[config.mk]
export PLATFORM = sky130hd
export DESIGN_NAME = cts_back
export DESIGN_NICKNAME = d
export VERILOG_FILES = /design/src/rtl/cts_pkg.sv /design/src/rtl/cts_back.sv
export SDC_FILE = /design/constraint.sdc
export NUM_CORES = 1
export LEC_CHECK = 0
export ABC_AREA = 0
export BUFFER_PORTS_ARGS = -buffer_cell sky130_fd_sc_hd__buf_2
export CAP_MARGIN = 20
export CORE_AREA = 2 2 211 213
export DETAILED_ROUTE_END_ITERATION = 8
export DIE_AREA = 0 0 213 215
export SLEW_MARGIN = 20
export SYNTH_ARGS = -nofsm -noshare
export SYNTH_HDL_FRONTEND = slang
export SYNTH_SLANG_ARGS = --single-unit
[constraint.sdc]
create_clock -name clk -period 1.6 [get_ports clk]
set_clock_uncertainty 0.05 [all_clocks]
set_input_delay 0.16 -clock clk [delete_from_list [all_inputs] [get_ports clk]]
set_output_delay 0.16 -clock clk [all_outputs]
set_load 0.03 [all_outputs]
[src/rtl/cts_pkg.sv]
// ----------------------------------------------------------------------------
// cts_pkg: shared types and constants of the C token scanner
// Token codes, scanner modes and the result record.
// ----------------------------------------------------------------------------
`default_nettype none
package cts_pkg;
    localparam int COLUMN_BITS = 16;
    localparam int LINE_BITS   = 32;

    localparam logic [5:0] K_END      = 6'd0;
    localparam logic [5:0] K_ID       = 6'd1;
    localparam logic [5:0] K_INT      = 6'd2;
    localparam logic [5:0] K_FLOAT    = 6'd8;
    localparam logic [5:0] K_DOUBLE   = 6'd9;
    localparam logic [5:0] K_LDOUBLE  = 6'd10;
    localparam logic [5:0] K_DIV_ASG  = 6'd20;
    localparam logic [5:0] K_DIV      = 6'd21;
    localparam logic [5:0] K_ELLIPSIS = 6'd44;
    localparam logic [5:0] K_DOT      = 6'd45;
    localparam logic [5:0] K_ERROR    = 6'd57;

    localparam logic [1:0] E_NONE    = 2'd0;
    localparam logic [1:0] E_ILLEGAL = 2'd1;
    localparam logic [1:0] E_NOHEX   = 2'd2;
    localparam logic [1:0] E_UNTERM  = 2'd3;

    typedef enum logic [4:0] {
        M_WS, M_SLASH, M_LCOM, M_BCOM, M_BSTAR, M_PP, M_IDENT, M_ZERO, M_HEXX,
        M_HEX, M_OCT, M_DEC, M_SUFU, M_SUFL, M_FRAC, M_EXP, M_EXPS, M_EXPD,
        M_DOTS, M_PLUS, M_MINUS, M_STAR, M_PCT, M_LESS, M_SHL, M_GREAT, M_SHR,
        M_BANG, M_EQ, M_BAR, M_AMP, M_CARET
    } mode_t;

    typedef struct packed {
        logic [5:0]             kind;
        logic [31:0]            value;
        logic                   big;
        logic [1:0]             err;
        logic [15:0]            len;
        logic [LINE_BITS-1:0]   line;
        logic [COLUMN_BITS-1:0] col;
        logic                   last;
    } tok_t;

    // Group of up to four results produced by one byte.
    typedef struct packed {
        logic [2:0]   count;
        tok_t [3:0]   tok;
    } grp_t;
endpackage
`default_nettype wire

[src/rtl/cts_back.sv]
// ----------------------------------------------------------------------------
// cts_back: token output stage
// Unpacks one queued group into single result items.
// ----------------------------------------------------------------------------
`default_nettype none
module cts_back
    import cts_pkg::*;
(
    input  wire  logic clk,
    input  wire  logic rst_n,
    input  wire  logic avail,
    input  wire  grp_t grp,
    output logic       rd,
    output logic       empty,
    input  wire  logic pop,
    output tok_t       tok
);
    logic [1:0] idx_reg;
    logic       last_one;

    assign empty = !avail;
    assign tok = grp.tok[idx_reg];
    assign last_one = {1'b0, idx_reg} + 3'd1 == grp.count;
    assign rd = avail && pop && last_one;

    always_ff @(posedge clk or negedge rst_n)
    begin
        if (!rst_n)
            idx_reg <= '0;
        else if (avail && pop)
            idx_reg <= last_one ? 2'd0 : idx_reg + 2'd1;
    end
endmodule
`default_nettype wire

Word level (Yosys, flattened, before mapping)
Cells that the tools add are included.

storage, ports and cells
  register bits after elaboration = 2
  input port bits = 431
  output and inout port bits = 108
  logic and storage cells = 11

cells by class
  add/subtract/negate cells = 2
  order comparisons = 1
  equality and inequality tests = 1
  multiplexer cells = 3
  reductions and logical operators = 3

operators with widths
  cell                                                                   number
  106-bit binary-select mux with 2-bit select                            1
  106-bit 2-to-1 mux                                                     1
  2-bit by 1-bit adder with 3-bit output (second input constant)         1
  3-bit == test                                                          1
  2-bit by 3-bit < comparator with 1-bit output (second input constant)  1
  2-bit by 1-bit adder with 2-bit output (second input constant)         1
  1-bit logical AND                                                      2
  2-bit 2-to-1 mux                                                       1
  1-bit zero test                                                        1

Depth between registers and ports, before layout
  word-level depth = 3
  gate-level depth with buffers = 6
  gate-level depth less buffers = 4

Worst setup path before layout
No wires, ideal clock.

  path kind = flip-flop to output port
  start = register idx_reg[0]
  end = output rd
  arrival time = 1.593 ns
  data required time = 1.390 ns
  setup slack = -0.203 ns
  stages on the path, launching flop included = 6
  path buffers = 3
  cells stage by stage = dfrtp_1 buf_6 buf_12 buf_12 xnor2_2 nor4_2

on the way
  cells in the longest elaborated chain, start to end = 3

ends and longest elaborated chain
  item                                    line            source
  start: declaration                      cts_back.sv:18  logic [1:0] idx_reg;
  start signal: assignment                cts_back.sv:31  idx_reg <= last_one ? 2'd0 : idx_reg + 2'd1;
  2-bit by 1-bit adder with 3-bit output  cts_back.sv:23  assign last_one = {1'b0, idx_reg} + 3'd1 == grp.count;
  3-bit == test                           cts_back.sv:23
  1-bit logical AND                       cts_back.sv:24  assign rd = avail && pop && last_one;
  end: declaration                        cts_back.sv:13  output logic rd,

No other way between the ends.

==> run_summary.xml <==
<?xml version="1.0" encoding="UTF-8"?>
<metrics>
  <group name="layout">
    <metric name="number_of_flip_flops_in_the_largest_register" unit="">2</metric>
    <metric name="finalNetCount" unit="">1147</metric>
    <metric name="layout.cells.non_filler" unit="">1311</metric>
    <metric name="areaGrowthSynthToFinish" unit="%">170</metric>
    <metric name="drive_above_1_share" unit="%">98.5</metric>
  </group>
  <group name="drt">
    <metric name="route.final.wire_length" unit="um">23300</metric>
    <metric name="via_density_per_instance" unit="">3.38</metric>
    <metric name="route.detailed.wl_per_inst" unit="um">17.8</metric>
    <metric name="detailroute.via_count" unit="">4437</metric>
    <metric name="detail_route.first_pass.iterations" unit="">4</metric>
    <metric name="drt-initial-drc-count" unit="">161</metric>
    <metric name="route.detailed.drc" unit="">0</metric>
    <metric name="drtAntennaViolNets" unit="">0</metric>
  </group>
  <group name="sta">
    <metric name="setup_tns" unit="ns">-34.72</metric>
    <metric name="slew_headroom" unit="%">79.4</metric>
    <metric name="report.final.hold_viol_count" unit="">0</metric>
    <metric name="timing.final.setup_violations" unit="">109</metric>
    <metric name="min_period" unit="ns">2.00</metric>
    <metric name="achievable-frequency" unit="MHz">499</metric>
    <metric name="finalMaxSlewViolations" unit="">0</metric>
    <metric name="setup_slack" unit="ns">-0.403</metric>
    <metric name="hold_ws" unit="ns">0.188</metric>
    <metric name="min_period_over_period" unit="%">125</metric>
    <metric name="worst_pin_slew" unit="ns">0.308</metric>
    <metric name="grt_setup_unrepaired" unit="">yes</metric>
  </group>
  <group name="hold_path">
    <metric name="worstHoldStart" unit="">pop</metric>
    <metric name="min_to" unit="">idx_reg[1]</metric>
    <metric name="min_delay_path_class" unit="">in2reg</metric>
    <metric name="min_delay_path_depth" unit="">3</metric>
  </group>
  <group name="outcome">
    <metric name="failing_checks" unit="">negative setup slack</metric>
    <metric name="run_status" unit="">finished, violations left</metric>
  </group>
  <group name="cts">
    <metric name="clock_latency_at_the_later_pin_of_the_worst_skew_pair" unit="ns">0.22</metric>
    <metric name="root_buffer" unit="">sky130_fd_sc_hd__clkbuf_16</metric>
    <metric name="clock_tree_buf_depth" unit="">2</metric>
    <metric name="htree_num_levels" unit="">1</metric>
    <metric name="worst_setup_hold_path_clk_slew" unit="ns">0.03</metric>
    <metric name="cts_tree" unit="">yes</metric>
    <metric name="total_cts_buffers" unit="">3</metric>
    <metric name="tritoncts_num_sinks" unit="">2</metric>
  </group>
  <group name="synth">
    <metric name="synthesis.instances" unit="">146</metric>
    <metric name="post_synth_and_or_nand_nor_area_fraction" unit="%">1.66</metric>
    <metric name="synth_top_cell_by_area" unit="">sky130_fd_sc_hd__mux4_2</metric>
    <metric name="synth.mux.area_fraction" unit="%">88.1</metric>
    <metric name="synth.top_cells.by_area" unit="">sky130_fd_sc_hd__mux4_2 88%, sky130_fd_sc_hd__buf_4 1.9%, sky130_fd_sc_hd__dfrtp_1 1.8%</metric>
    <metric name="syn-num-nets" unit="">578</metric>
    <metric name="synth-warning-count" unit="">0</metric>
    <metric name="ys_seq_area_share" unit="%">1.85</metric>
    <metric name="number_of_library_cell_types_mapped_by_synthesis" unit="">17</metric>
    <metric name="synth_top_family_by_area" unit="">multiplexers</metric>
    <metric name="mappedNetlistArea" unit="um2">2710</metric>
    <metric name="synthAdderAreaFrac" unit="%">0.462</metric>
    <metric name="syn-mean-instance-area" unit="um2">18.6</metric>
    <metric name="xor_and_xnor_fraction_of_the_mapped_netlist_area" unit="%">1.25</metric>
    <metric name="synth_compound_area_share" unit="%">0.370</metric>
    <metric name="synth_largest_type_area_fraction" unit="%">88.1</metric>
    <metric name="yosys_register_bits" unit="">2</metric>
  </group>
  <group name="setup_path">
    <metric name="crit_path_max_fanout" unit="">7</metric>
    <metric name="timing.critical_path.required" unit="ns">1.39</metric>
    <metric name="reg2reg_from" unit="">idx_reg[0]</metric>
    <metric name="worstSetupStartpointType" unit="">flip-flop</metric>
    <metric name="number_of_cells_on_the_worst_reg_to_reg_path" unit="">5</metric>
    <metric name="worstReg2RegEnd" unit="">idx_reg[0]</metric>
    <metric name="reg2reg_setup_slack" unit="ns">-0.05</metric>
    <metric name="timing_worst_setup_path_type" unit="">reg2out</metric>
    <metric name="worst_ep_arrival_time" unit="ns">1.79</metric>
    <metric name="critical_path.endpoint_type" unit="">output pin</metric>
  </group>
  <group name="placement">
    <metric name="post-dp-hpwl" unit="um">20300</metric>
    <metric name="place_ws" unit="ns">-0.266</metric>
    <metric name="finalWeightedCongestion" unit="">0.937</metric>
    <metric name="numPortBuffers" unit="">538</metric>
    <metric name="post-place-cells" unit="">1289</metric>
  </group>
  <group name="grt">
    <metric name="grt.total_usage" unit="%">9.24</metric>
    <metric name="overflow" unit="">0</metric>
    <metric name="pin_count_of_the_biggest_net_entering_global_routing" unit="">28</metric>
    <metric name="wire_length_of_the_first_global_routing_pass" unit="um">30300</metric>
    <metric name="first_global_vias" unit="">4991</metric>
    <metric name="grt_antenna_before_repair" unit="">12</metric>
  </group>
  <group name="pwr">
    <metric name="vdd_ir_drop_max" unit="mV">0.766</metric>
    <metric name="comb_power_share" unit="%">96.1</metric>
    <metric name="p_leak" unit="nW">3.39</metric>
    <metric name="power.share.switching" unit="%">49.9</metric>
    <metric name="p_clk_share" unit="%">2.9</metric>
    <metric name="pwr-share-seq" unit="%">1.0</metric>
    <metric name="cellInternalPower" unit="mW">6.50</metric>
    <metric name="net-switching-power" unit="mW">6.46</metric>
    <metric name="finalPower" unit="mW">13.0</metric>
    <metric name="pwr_density_cell" unit="nW/um2">1770</metric>
  </group>
  <group name="floorplanning">
    <metric name="core-area" unit="um2">43600</metric>
    <metric name="starting_density_of_the_core" unit="%">6.21</metric>
    <metric name="die_area" unit="um2">45800</metric>
    <metric name="die_w" unit="um">213</metric>
    <metric name="pin_count" unit="">539</metric>
    <metric name="fp-row-count" unit="">77</metric>
    <metric name="die-height" unit="um">215</metric>
  </group>
  <group name="flow_run">
    <metric name="drv.max_cap_violation_count" unit="">0</metric>
  </group>
</metrics>
==> critical path, cell delays in order, from the launching register on <==
cell and delay (ns):
sky130_fd_sc_hd__dfrtp_4 0.51, sky130_fd_sc_hd__buf_12 0.17, sky130_fd_sc_hd__buf_12 0.15, sky130_fd_sc_hd__buf_6 0.11, sky130_fd_sc_hd__mux4_2 0.44, sky130_fd_sc_hd__buf_12 0.17
==> final cells by class <==
| type | instances | area, um2 |
|---|---|---|
| multi-input combinational | 119 | 2510 |
| inverter | 1 | 3.75 |
| clock buffer | 3 | 75.1 |
| sequential | 2 | 57.6 |
| timing repair buffer | 588 | 3900 |
| antenna | 6 | 15.0 |
| tap | 592 | 741 |
| fill | 4853 | 36300 |
==> power by group through the flow <==
stage          sequential (mW)  clock (mW)  combinational (mW)
2_1_floorplan           0.0859           0                6.78
3_3_place_gp             0.123           0                10.1
3_5_place_dp             0.126           0                10.2
4_1_cts                  0.133       0.382                12.6
5_1_grt                  0.137       0.390                13.0
6_report                 0.133       0.376                12.4
==> per-stage QoR <==
| step | area [um2] | util (%) |
|---|---|---|
| floorplan | 2730 | - |
| detailed placement | 6380 | 14.6 |
| global route | 7310 | 16.7 |
| finish | 7310 | 16.7 |
| CTS | 7310 | 16.7 |
| global placement | 6380 | 14.6 |
==> worst max-delay path by stage <==
stage               start  endpoint  slack, ns  cells past startpoint
6_report       idx_reg[0]    tok[8]      -0.40                      5
3_5_place_dp   idx_reg[0]   tok[89]      -0.27                      4
2_1_floorplan  idx_reg[0]        rd      -0.03                      5
3_3_place_gp   idx_reg[0]   tok[89]      -0.25                      4
5_1_grt        idx_reg[0]   tok[38]      -0.45                      5
4_1_cts        idx_reg[0]   tok[89]      -0.43                      4
==> per-layer routing <==
layer,wire length [um],GRT usage [%],share of wire [%],vias up
met2,12000,18.0,52,391
li1,-,-,-,1885
met5,72,0,0.31,-
met3,2330,2.21,10,59
met4,1460,5.41,6.3,10
met1,7380,8.51,32,2092
==> repair_timing <==
item                       4_1_cts  5_1_grt
setup endpoints to repair      109      109
cloned                           2        1
resized for setup              213        9
pin swaps                        3        0
hold endpoints to repair         2        0
hold buffers                     1        0
setup buffers                   11        3
==> logic make-up (layout without fill, tap and decap cells) <==
group | count (synthesis) | in the layout
mux | 106 | 106
simple gates | 7 | 7
buf+inv | 25 | 592
compound gates | 2 | 2
flops | 2 | 2
xor+xnor | 3 | 3
other cells | 0 | 6
fa+ha+maj | 1 | 1
==> cells in the mapped netlist, drive strengths merged <==
library cell  count
o21ai             2
mux4            106
or2               1
nand2             3
nor4              1
nor3              1
buf              18
dfrtp             2
nand3             1
xor2              2
ha                1
clkbuf            6
inv               1
xnor2             1
==> cells in the final DEF, fill, tap and decap left out <==
cell	count
sky130_fd_sc_hd__buf_4	27
sky130_fd_sc_hd__buf_12	11
sky130_fd_sc_hd__buf_8	9
sky130_fd_sc_hd__diode_2	6
sky130_fd_sc_hd__dlygate4sd3_1	1
sky130_fd_sc_hd__o21ai_1	2
sky130_fd_sc_hd__buf_2	444
sky130_fd_sc_hd__xnor2_4	1
sky130_fd_sc_hd__mux4_2	106
sky130_fd_sc_hd__or2_2	1
sky130_fd_sc_hd__clkbuf_16	4
sky130_fd_sc_hd__buf_6	94
sky130_fd_sc_hd__xor2_1	2
sky130_fd_sc_hd__nand2_1	3
sky130_fd_sc_hd__nor4_4	1
sky130_fd_sc_hd__buf_16	1
sky130_fd_sc_hd__dfrtp_4	2
sky130_fd_sc_hd__inv_1	1
sky130_fd_sc_hd__nand3_1	1
sky130_fd_sc_hd__nor3_4	1
sky130_fd_sc_hd__ha_1	1
(Power assumes the default switching activity.)
