**src/rtl/cts_pkg.sv**
```systemverilog
// ----------------------------------------------------------------------------
// cts_pkg: shared types and constants of the C token scanner
// Token codes, scanner modes and the result record.
// ----------------------------------------------------------------------------
`default_nettype none
package cts_pkg;
    localparam int COLUMN_BITS = 16;
    localparam int LINE_BITS   = 32;

    localparam logic [5:0] K_END      = 6'd0;
    localparam logic [5:0] K_ID       = 6'd1;
    localparam logic [5:0] K_INT      = 6'd2;
    localparam logic [5:0] K_FLOAT    = 6'd8;
    localparam logic [5:0] K_DOUBLE   = 6'd9;
    localparam logic [5:0] K_LDOUBLE  = 6'd10;
    localparam logic [5:0] K_DIV_ASG  = 6'd20;
    localparam logic [5:0] K_DIV      = 6'd21;
    localparam logic [5:0] K_ELLIPSIS = 6'd44;
    localparam logic [5:0] K_DOT      = 6'd45;
    localparam logic [5:0] K_ERROR    = 6'd57;

    localparam logic [1:0] E_NONE    = 2'd0;
    localparam logic [1:0] E_ILLEGAL = 2'd1;
    localparam logic [1:0] E_NOHEX   = 2'd2;
    localparam logic [1:0] E_UNTERM  = 2'd3;

    typedef enum logic [4:0] {
        M_WS, M_SLASH, M_LCOM, M_BCOM, M_BSTAR, M_PP, M_IDENT, M_ZERO, M_HEXX,
        M_HEX, M_OCT, M_DEC, M_SUFU, M_SUFL, M_FRAC, M_EXP, M_EXPS, M_EXPD,
        M_DOTS, M_PLUS, M_MINUS, M_STAR, M_PCT, M_LESS, M_SHL, M_GREAT, M_SHR,
        M_BANG, M_EQ, M_BAR, M_AMP, M_CARET
    } mode_t;

    typedef struct packed {
        logic [5:0]             kind;
        logic [31:0]            value;
        logic                   big;
        logic [1:0]             err;
        logic [15:0]            len;
        logic [LINE_BITS-1:0]   line;
        logic [COLUMN_BITS-1:0] col;
        logic                   last;
    } tok_t;

    // Group of up to four results produced by one byte.
    typedef struct packed {
        logic [2:0]   count;
        tok_t [3:0]   tok;
    } grp_t;
endpackage
`default_nettype wire

```
**src/rtl/cts_queue.sv**
```systemverilog
// ----------------------------------------------------------------------------
// cts_queue: token group queue
// Four-entry queue of result groups between scanner and output stage.
// ----------------------------------------------------------------------------
`default_nettype none
module cts_queue
    import cts_pkg::*;
(
    input  wire  logic clk,
    input  wire  logic rst_n,
    input  wire  logic wr,
    input  wire  grp_t wr_grp,
    output logic       full,
    output logic       avail,
    input  wire  logic rd,
    output grp_t       rd_grp
);
    grp_t       mem [4];
    logic [1:0] wp_reg, rp_reg;
    logic [2:0] cnt_reg;

    assign full = cnt_reg == 3'd4;
    assign avail = cnt_reg != 3'd0;
    assign rd_grp = mem[rp_reg];

    always_ff @(posedge clk)
    begin
        if (wr)
            mem[wp_reg] <= wr_grp;
    end

    always_ff @(posedge clk or negedge rst_n)
    begin
        if (!rst_n)
        begin
            wp_reg <= '0;
            rp_reg <= '0;
            cnt_reg <= '0;
        end
        else
        begin
            if (wr) wp_reg <= wp_reg + 2'd1;
            if (rd) rp_reg <= rp_reg + 2'd1;
            cnt_reg <= cnt_reg + {2'd0, wr} - {2'd0, rd};
        end
    end
endmodule
`default_nettype wire

```
**config.mk**
```make
export PLATFORM = sky130hd
export DESIGN_NAME = cts_queue
export DESIGN_NICKNAME = d
export VERILOG_FILES = /design/src/rtl/cts_pkg.sv /design/src/rtl/cts_queue.sv
export SDC_FILE = /design/constraint.sdc
export NUM_CORES = 1
export LEC_CHECK = 0
export BUFFER_PORTS_ARGS = -buffer_cell sky130_fd_sc_hd__buf_4
export CAP_MARGIN = 20
export CORE_MARGIN = 4
export CORE_UTILIZATION = 40
export DETAILED_ROUTE_END_ITERATION = 8
export MAX_ROUTING_LAYER = met4
export PLACE_DENSITY = 0.66
export SLEW_MARGIN = 30
export SYNTH_ARGS = -nofsm -noshare
export SYNTH_HDL_FRONTEND = slang
export SYNTH_SLANG_ARGS = --single-unit
```
**constraint.sdc**
```tcl
create_clock -name clk -period 18.8 [get_ports clk]
set_input_delay 2.82 -clock clk [delete_from_list [all_inputs] [get_ports clk]]
set_output_delay 2.82 -clock clk [all_outputs]
set_load 0.005 [all_outputs]
```
Yosys cells after proc, flatten, opt, wreduce, memory -nomap -nowiden
Memory sizes are Yosys's and may differ from the RTL's. Index checks and enable logic that the tools add are counted.

$add $sub $neg: 4. Multiply operators: 0. Div/mod/pow operators: 0. $lt $le $gt $ge: 0. Equal/unequal tests: 1. Shift operators: 0. Multiplexer cells: 2. Bitwise operators: 0. Reductions and logical operators: 1.

Operator list (number): adder 2 x 1 -> 2 bit, second input constant (2); adder 3 x 1 -> 3 bit (1); == test 3 bit, second input constant (1); nonzero test 3 bit (1); subtractor 3 x 1 -> 3 bit (1); 2-to-1 mux 1 bit (2).

Register bits after elaboration: 7. Bits in latches: 0. Memory bits (writable): 1708. Memory bits (read-only): 0. Logic and storage cells: 12. Memories: 1.

Memory list: mem (depth 4, width 427, read ports 1, clocked after memory_dff 0, write ports 1, line cts_queue.sv:18) `grp_t mem [4];`.

Logic depth before layout (Yosys ltp)
Gate-level depths: netlist (run 1).

Word-level depth: 2. Mapped depth: 7.

Least setup slack after synthesis (run 1)
No wires, ideal clock.

Kind: input -> register. Start: in wr. End: mem mem[0][0] (netlist bit), enable pin. Library setup time: 844 ps. Arrival: 12417 ps. Required time: 17956 ps. Setup slack: 5539 ps. Stages on the path: 1. Path buffers: 0. Path through: and2_1.

Longest elaborated chain between the ends: 2.

RTL lines: start: declaration (line cts_queue.sv:11) `input wire logic wr,`; 2-to-1 mux 1 bit (line cts_queue.sv:28) `if (wr)`; 2-to-1 mux 1 bit (not written as such) (line cts_queue.sv:29) `mem[wp_reg] <= wr_grp;`; end: declaration (line cts_queue.sv:18).

No other way between the ends.

==> flow_metrics.env, run 1 <==
export IMPL_outcome="complete, no violations"
export IMPL_hpwl_um=88200
export IMPL_final_max_slew_viol_count=0
export IMPL_setup_viol=0
export IMPL_initial_core_util_pct=40.4
export IMPL_cp_endpoint="rd_grp[170]"
export IMPL_finalWirelength_um=138000
export IMPL_slowest_stage="dfrtp_4"
export IMPL_yosysSeqAreaShare_pct=82.4
export IMPL_synth_distinct_cells=18
export IMPL_worstReg2RegEnd="mem[0][99]"
export IMPL_ios=860
export IMPL_crit_start="rp_reg[1]"
export IMPL_rsz0062_at_grt="no"
export IMPL_ir_worst_vdd_uv=130
export IMPL_crit_chain="buf_4, buf_4, buf_4, mux4_2, buf_4"
export IMPL_path_clk_slew_ns=0.06
export IMPL_seqPwrFrac_pct=43.3
export IMPL_syn_inst=2265
export IMPL_largest_reg_flops=1708
export IMPL_cts_buffers=171
export IMPL_critPathTopFamily="buffers and inverters"
export IMPL_htreeDepth=4
export IMPL_hold_buffers=0
export IMPL_syn_cell_area_um2=62500
export IMPL_min_path_type="flip-flop to flip-flop"
export IMPL_cts_tree="yes"
export IMPL_power_density_nw_per_um2=157
export IMPL_p_comb_share_pct=29.9
export IMPL_cts_buffer_depth=3
export IMPL_p_sw_share_pct=27.8
export IMPL_drtPass1Iterations=5
export IMPL_fillCellCount=12200
export IMPL_clock_skew_ns=0.0252
export IMPL_route_antenna_remaining_nets=0
export IMPL_drt_iter0_markers=2043
export IMPL_p_int_uw=8610
export IMPL_path_max_fanout=57
export IMPL_finalSetupTns_ns=0
export IMPL_cts_sinks=1715
export IMPL_netlist_top_cell_by_area="edfxtp_1"
export IMPL_core_area_um2=155000
export IMPL_hold_viol=0
export IMPL_drive_gt1_share_pct=45.9
export IMPL_clockRootBuffer="clkbuf_16"
export IMPL_via_per_inst=5.11
export IMPL_cpMostUsedCell="buf_4"
export IMPL_area_delta_synth_final_pct=22.0
export IMPL_overflow=0
export IMPL_grt_usage_pct=17.3
export IMPL_worst_path_largest_cell_delay_ns=0.86
export IMPL_post_route_period_util_pct=40.8
export IMPL_power_leakage_uw=0.0256
export IMPL_synth_seq_cells=1715
export IMPL_switchingPower_uw=3320
export IMPL_synth_fp_nets=2703
export IMPL_clk_latency_ns=0.77
export IMPL_r2r_cells=7
export IMPL_syn_area_per_cell_um2=27.6
export IMPL_vias=27900
export IMPL_maxCapViolCount=0
export IMPL_postCtsSetupRepairBufs=0
export IMPL_num_rows=144
export IMPL_grt_pass1_wl_um=201000
export IMPL_routedWlPerCell_um=25.2
export IMPL_cp_depth=5
export IMPL_die_area_um2=163000
export IMPL_cp_required_ns=15.98
export IMPL_yosys_warnings=0
export IMPL_worstReg2RegStart="wp_reg[0]"
export IMPL_start_kind="flip-flop"
export IMPL_path_buf_inv=4
export IMPL_gp_congestion=0.765
export IMPL_fin_util_pct=49.3
export IMPL_die_h_um=403
export IMPL_rrSetupSlack_ns=13.77
export IMPL_grt_max_degree=134
export IMPL_die_x_um=403
export IMPL_synth_area_leaders="edfxtp_1 82%, mux4_2 15%, buf_12 1.4%, buf_2 0.36%, dfrtp_1 0.28%"
export IMPL_cp_arrival_ns=4.85
export IMPL_remaining_drc_errors=0
export IMPL_min_period_ns=7.67
export IMPL_relSlewSlack_pct=35.2
export IMPL_antenna_found_initial=39
export IMPL_crit_type="flip-flop to primary output"
export IMPL_portBuffers=859
export IMPL_fin_nets=3679
export IMPL_pwr_share_clk_pct=26.9
export IMPL_max_freq_mhz=130
export IMPL_grt_pass1_vias=29300
export IMPL_worst_pin_slew_ns=0.972
export IMPL_cts_resized=0
export IMPL_yosysTopAreaCellShare_pct=82.1
export IMPL_crit_path_end_kind="primary output"
-- worst reg2reg max path: stages, from the launching register on --
cell and delay [ns]:
dfrtp_1 0.42, inv_1 0.10, ha_1 0.14, and2_4 0.66, buf_4 0.81, buf_4 0.77
buf_4 0.93, buf_4 0.80
-- power groups by stage --
stage	clock [uW]	sequential [uW]	combinational, uW
3_5_place_dp	0	5260	3630
3_3_place_gp	0	5230	3620
2_1_floorplan	0	5520	2060
4_1_cts	3290	5190	3640
6_report	3210	5160	3560
5_1_grt	3470	5220	3810
-- layout by cell type, fill, tap and decap left out, drive strengths merged, types with 2 or more instances in the layout --
cell type | Yosys | final
and2 | 4 | 4
buf | 93 | 899
bufinv | 0 | 9
clkbuf | 3 | 222
clkinv | 0 | 70
clkinvlp | 0 | 2
dfrtp | 7 | 7
diode | 0 | 40
edfxtp | 1708 | 1708
ha | 6 | 6
inv | 6 | 10
mux4 | 427 | 427
nand2 | 2 | 2
xnor2 | 3 | 3
xor2 | 2 | 2
-- cell usage after synthesis --
cell type	n
buf_2	45
and2_1	4
fa_1	1
buf_12	44
clkbuf_1	3
or3_1	1
ha_1	6
mux4_2	427
inv_1	6
dfrtp_1	7
xnor2_1	3
o21ai_0	1
nand2_1	2
buf_6	3
buf_4	1
and3_1	1
edfxtp_1	1708
xor2_1	2
-- how the worst min path moves through the flow --
stage	start	end	depth (start not counted)
floorplan	wp_reg[0]	wp_reg[0]	1
global placement	wp_reg[0]	wp_reg[0]	1
detailed placement	wp_reg[0]	wp_reg[0]	1
CTS	wp_reg[0]	wp_reg[0]	1
global route	wp_reg[0]	wp_reg[0]	1
finish	wp_reg[0]	wp_reg[0]	1
-- layout make-up --
class | count | area, um2 | share of cell area [%]
well taps | 2044 | 2560 | 3.36
flip-flops and latches | 1715 | 51500 | 67.6
diodes | 40 | 100 | 0.131
inverters | 6 | 22.5 | 0.0296
multi-input cells | 448 | 9820 | 12.9
clock buffers | 222 | 4540 | 5.97
clock inverters | 85 | 766 | 1.01
repair buffers | 899 | 6890 | 9.05
-- routing by layer --
layer | vias to the layer above | share of wire [%] | track usage [%]
met2 | 1071 | 49 | 26.6
met4 | 0 | 2.5 | 5.73
li1 | 11900 | - | -
met5 | - | 0 | -
met3 | 197 | 10 | 6.62
met1 | 14700 | 38 | 21.1
-- cell families (layout without fill, tap and decap cells) --
kind of cell | after synthesis | count (layout) | share of synthesized area [%]
other cells | 0 | 40 | 0
flops | 1715 | 1715 | 82.4
xor+xnor | 5 | 5 | 0.0701
compound gates | 1 | 1 | 0.00801
fa+ha+maj | 7 | 7 | 0.152
buf+inv | 102 | 1212 | 1.89
mux | 427 | 427 | 15.4
simple gates | 8 | 8 | 0.0721
-- through the flow --
| stage | cells | worst slack, ns | total power, uW | cell area [um2] | hold slack [ns] |
|---|---|---|---|---|---|
| CTS | 5418 | 10.94 | 12100 | 76100 | 0.533 |
| detailed placement | 5111 | 11.37 | 8890 | 70700 | 0.522 |
| global placement | 5109 | 11.37 | 8850 | 70700 | 0.524 |
| finish | 5459 | 11.13 | 11900 | 76200 | 0.535 |
| global route | 5456 | 10.81 | 12500 | 76200 | 0.583 |
| floorplan | 2265 | 5.54 | 7570 | 62500 | 0.491 |
No activity file was read; power rests on OpenSTA's default activity.
==> run 2, diff against run 1 <==
==> constraint.sdc (replaced) <==
create_clock -name clk -period 7.25 [get_ports clk]
set_input_delay 1.0875 -clock clk [delete_from_list [all_inputs] [get_ports clk]]
set_output_delay 1.0875 -clock clk [all_outputs]
set_load 0.005 [all_outputs]
==> run 2 against run 1 <==
Compared with the run above: power grew to 2.6 times the previous value; combinational power grew to 2.6 times the previous value; via count grew 0.23%; register-to-register slack lost 9.2 ns; routed wire length grew 0.68%; critical path type unchanged; critical endpoint is now rd_grp[328]; largest cell class unchanged.
==> flow_metrics.env, run 2 (synthesis results as in run 1) <==
export IMPL_outcome="complete, no violations"
export IMPL_num_rows=144
export IMPL_cts_sinks=1715
export IMPL_die_h_um=403
export IMPL_area_delta_synth_final_pct=22.9
export IMPL_ios=860
export IMPL_die_x_um=403
export IMPL_clk_latency_ns=0.78
export IMPL_grt_pass1_wl_um=202000
export IMPL_drtPass1Iterations=6
export IMPL_cp_arrival_ns=3.35
export IMPL_cpMostUsedCell="buf_4"
export IMPL_drive_gt1_share_pct=46.6
export IMPL_htreeDepth=4
export IMPL_initial_core_util_pct=40.4
export IMPL_maxCapViolCount=0
export IMPL_grt_pass1_vias=29500
export IMPL_crit_chain="buf_4, mux4_2, buf_4"
export IMPL_power_density_nw_per_um2=410
export IMPL_remaining_drc_errors=0
export IMPL_path_clk_slew_ns=0.06
export IMPL_hpwl_um=88600
export IMPL_portBuffers=859
export IMPL_grt_usage_pct=17.4
export IMPL_fin_area_um2=76800
export IMPL_rsz0062_at_grt="no"
export IMPL_cts_buffer_depth=3
export IMPL_antenna_found_initial=43
export IMPL_use_met3_pct=7.35
export IMPL_crit_path_end_kind="primary output"
export IMPL_post_route_period_util_pct=61.2
export IMPL_grtUsageMet2_pct=27.0
export IMPL_min_path_type="input pin to async pin"
export IMPL_hold_buffers=0
export IMPL_min_period_ns=4.44
export IMPL_worst_pin_slew_ns=1.07
export IMPL_fin_util_pct=49.7
export IMPL_ir_worst_vdd_uv=312
export IMPL_postCtsSetupRepairBufs=0
export IMPL_grt_busiest_layer="met2"
export IMPL_use_met1_pct=20.2
export IMPL_path_max_fanout=38
export IMPL_worst_path_largest_cell_delay_ns=0.97
export IMPL_hold_viol=0
export IMPL_crit_type="flip-flop to primary output"
export IMPL_route_antenna_remaining_nets=0
export IMPL_grt_max_degree=133
export IMPL_relSlewSlack_pct=28.4
export IMPL_pre_cts_ws_ns=3.48
export IMPL_via_per_inst=5.09
export IMPL_cts_tree="yes"
export IMPL_max_freq_mhz=225
export IMPL_overflow=0
export IMPL_finalWirelength_um=139000
export IMPL_placed_area_um2=70900
export IMPL_final_max_slew_viol_count=0
export IMPL_mostFrequentLayoutCells="1708 x edfxtp_1, 900 x buf_4, 427 x mux4_2"
export IMPL_die_area_um2=163000
export IMPL_clock_skew_ns=0.0447
export IMPL_gp_congestion=0.767
export IMPL_largest_reg_flops=1708
export IMPL_fin_nets=3701
export IMPL_cts_buffers=176
export IMPL_whs_ns=0.102
export IMPL_cts_resized=0
export IMPL_power_uw=31500
export IMPL_clockRootBuffer="clkbuf_16"
export IMPL_cp_required_ns=6.16
export IMPL_core_area_um2=155000
export IMPL_setup_viol=0
export IMPL_slowest_stage="dfrtp_4"
export IMPL_drt_iter0_markers=2173
export IMPL_vias=28000
export IMPL_power_leakage_uw=0.0259
export IMPL_routedWlPerCell_um=25.2
export IMPL_final_common_cell="edfxtp_1"
export IMPL_layout_setup_ws_ns=2.81
export IMPL_start_kind="flip-flop"
run 2: final timing paths:
path / cells after the start / slack [ns] / end / start
max: 3 / 2.81 / rd_grp[328] / rp_reg[0]
min: 1 / 0.10 / cnt_reg[0] / rst_n
max reg2reg: 4 / 4.55 / mem[2][115] / wp_reg[0]
min reg2reg: 1 / 0.54 / wp_reg[0] / wp_reg[0]
max in group asynchronous: 1 / 7.01 / rp_reg[0] / rst_n
min in group clk: 1 / 0.49 / mem[0][414] / wr_grp[414]
run 2: layout make-up:
type                            instances  area, um2
Tap cell                             2044       2560
Inverter                                6       22.5
Fill cell                           12200      77800
Multi-Input combinational cell        448       9820
Timing Repair Buffer                  916       7090
Clock inverter                        106       1080
Clock buffer                          219       4630
Antenna cell                           43        108
Sequential cell                      1715      51500
run 2: critical path: cells and delay by family (launching register included):
family                 cells  cell delay [ns]
buffers and inverters      2             0.89
flip-flops                 1             0.97
multiplexers               1             0.64
run 2: where the power goes:
part / switching, uW / internal, uW / total [uW] / leakage, uW
clock network: 3690 / 5130 / 8820 / 0.00276
registers: 432 / 13000 / 13400 / 0.0158
logic: 4600 / 4690 / 9290 / 0.00732
total: 8720 / 22800 / 31500 / 0.0259
run 2: routing by layer:
layer	wire [um]	part of all wire (%)	vias to the layer above
met5	0	0	-
met4	4720	3.4	0
met3	14900	11	235
met2	68500	49	1078
met1	50600	36	14700
li1	-	-	12000
run 2: per-stage QoR:
stage / TNS, ns / cells
floorplan: -1799.14 / 2265
finish: 0 / 5497
CTS: 0 / 5453
global placement: 0 / 5127
detailed placement: 0 / 5128
global route: 0 / 5495
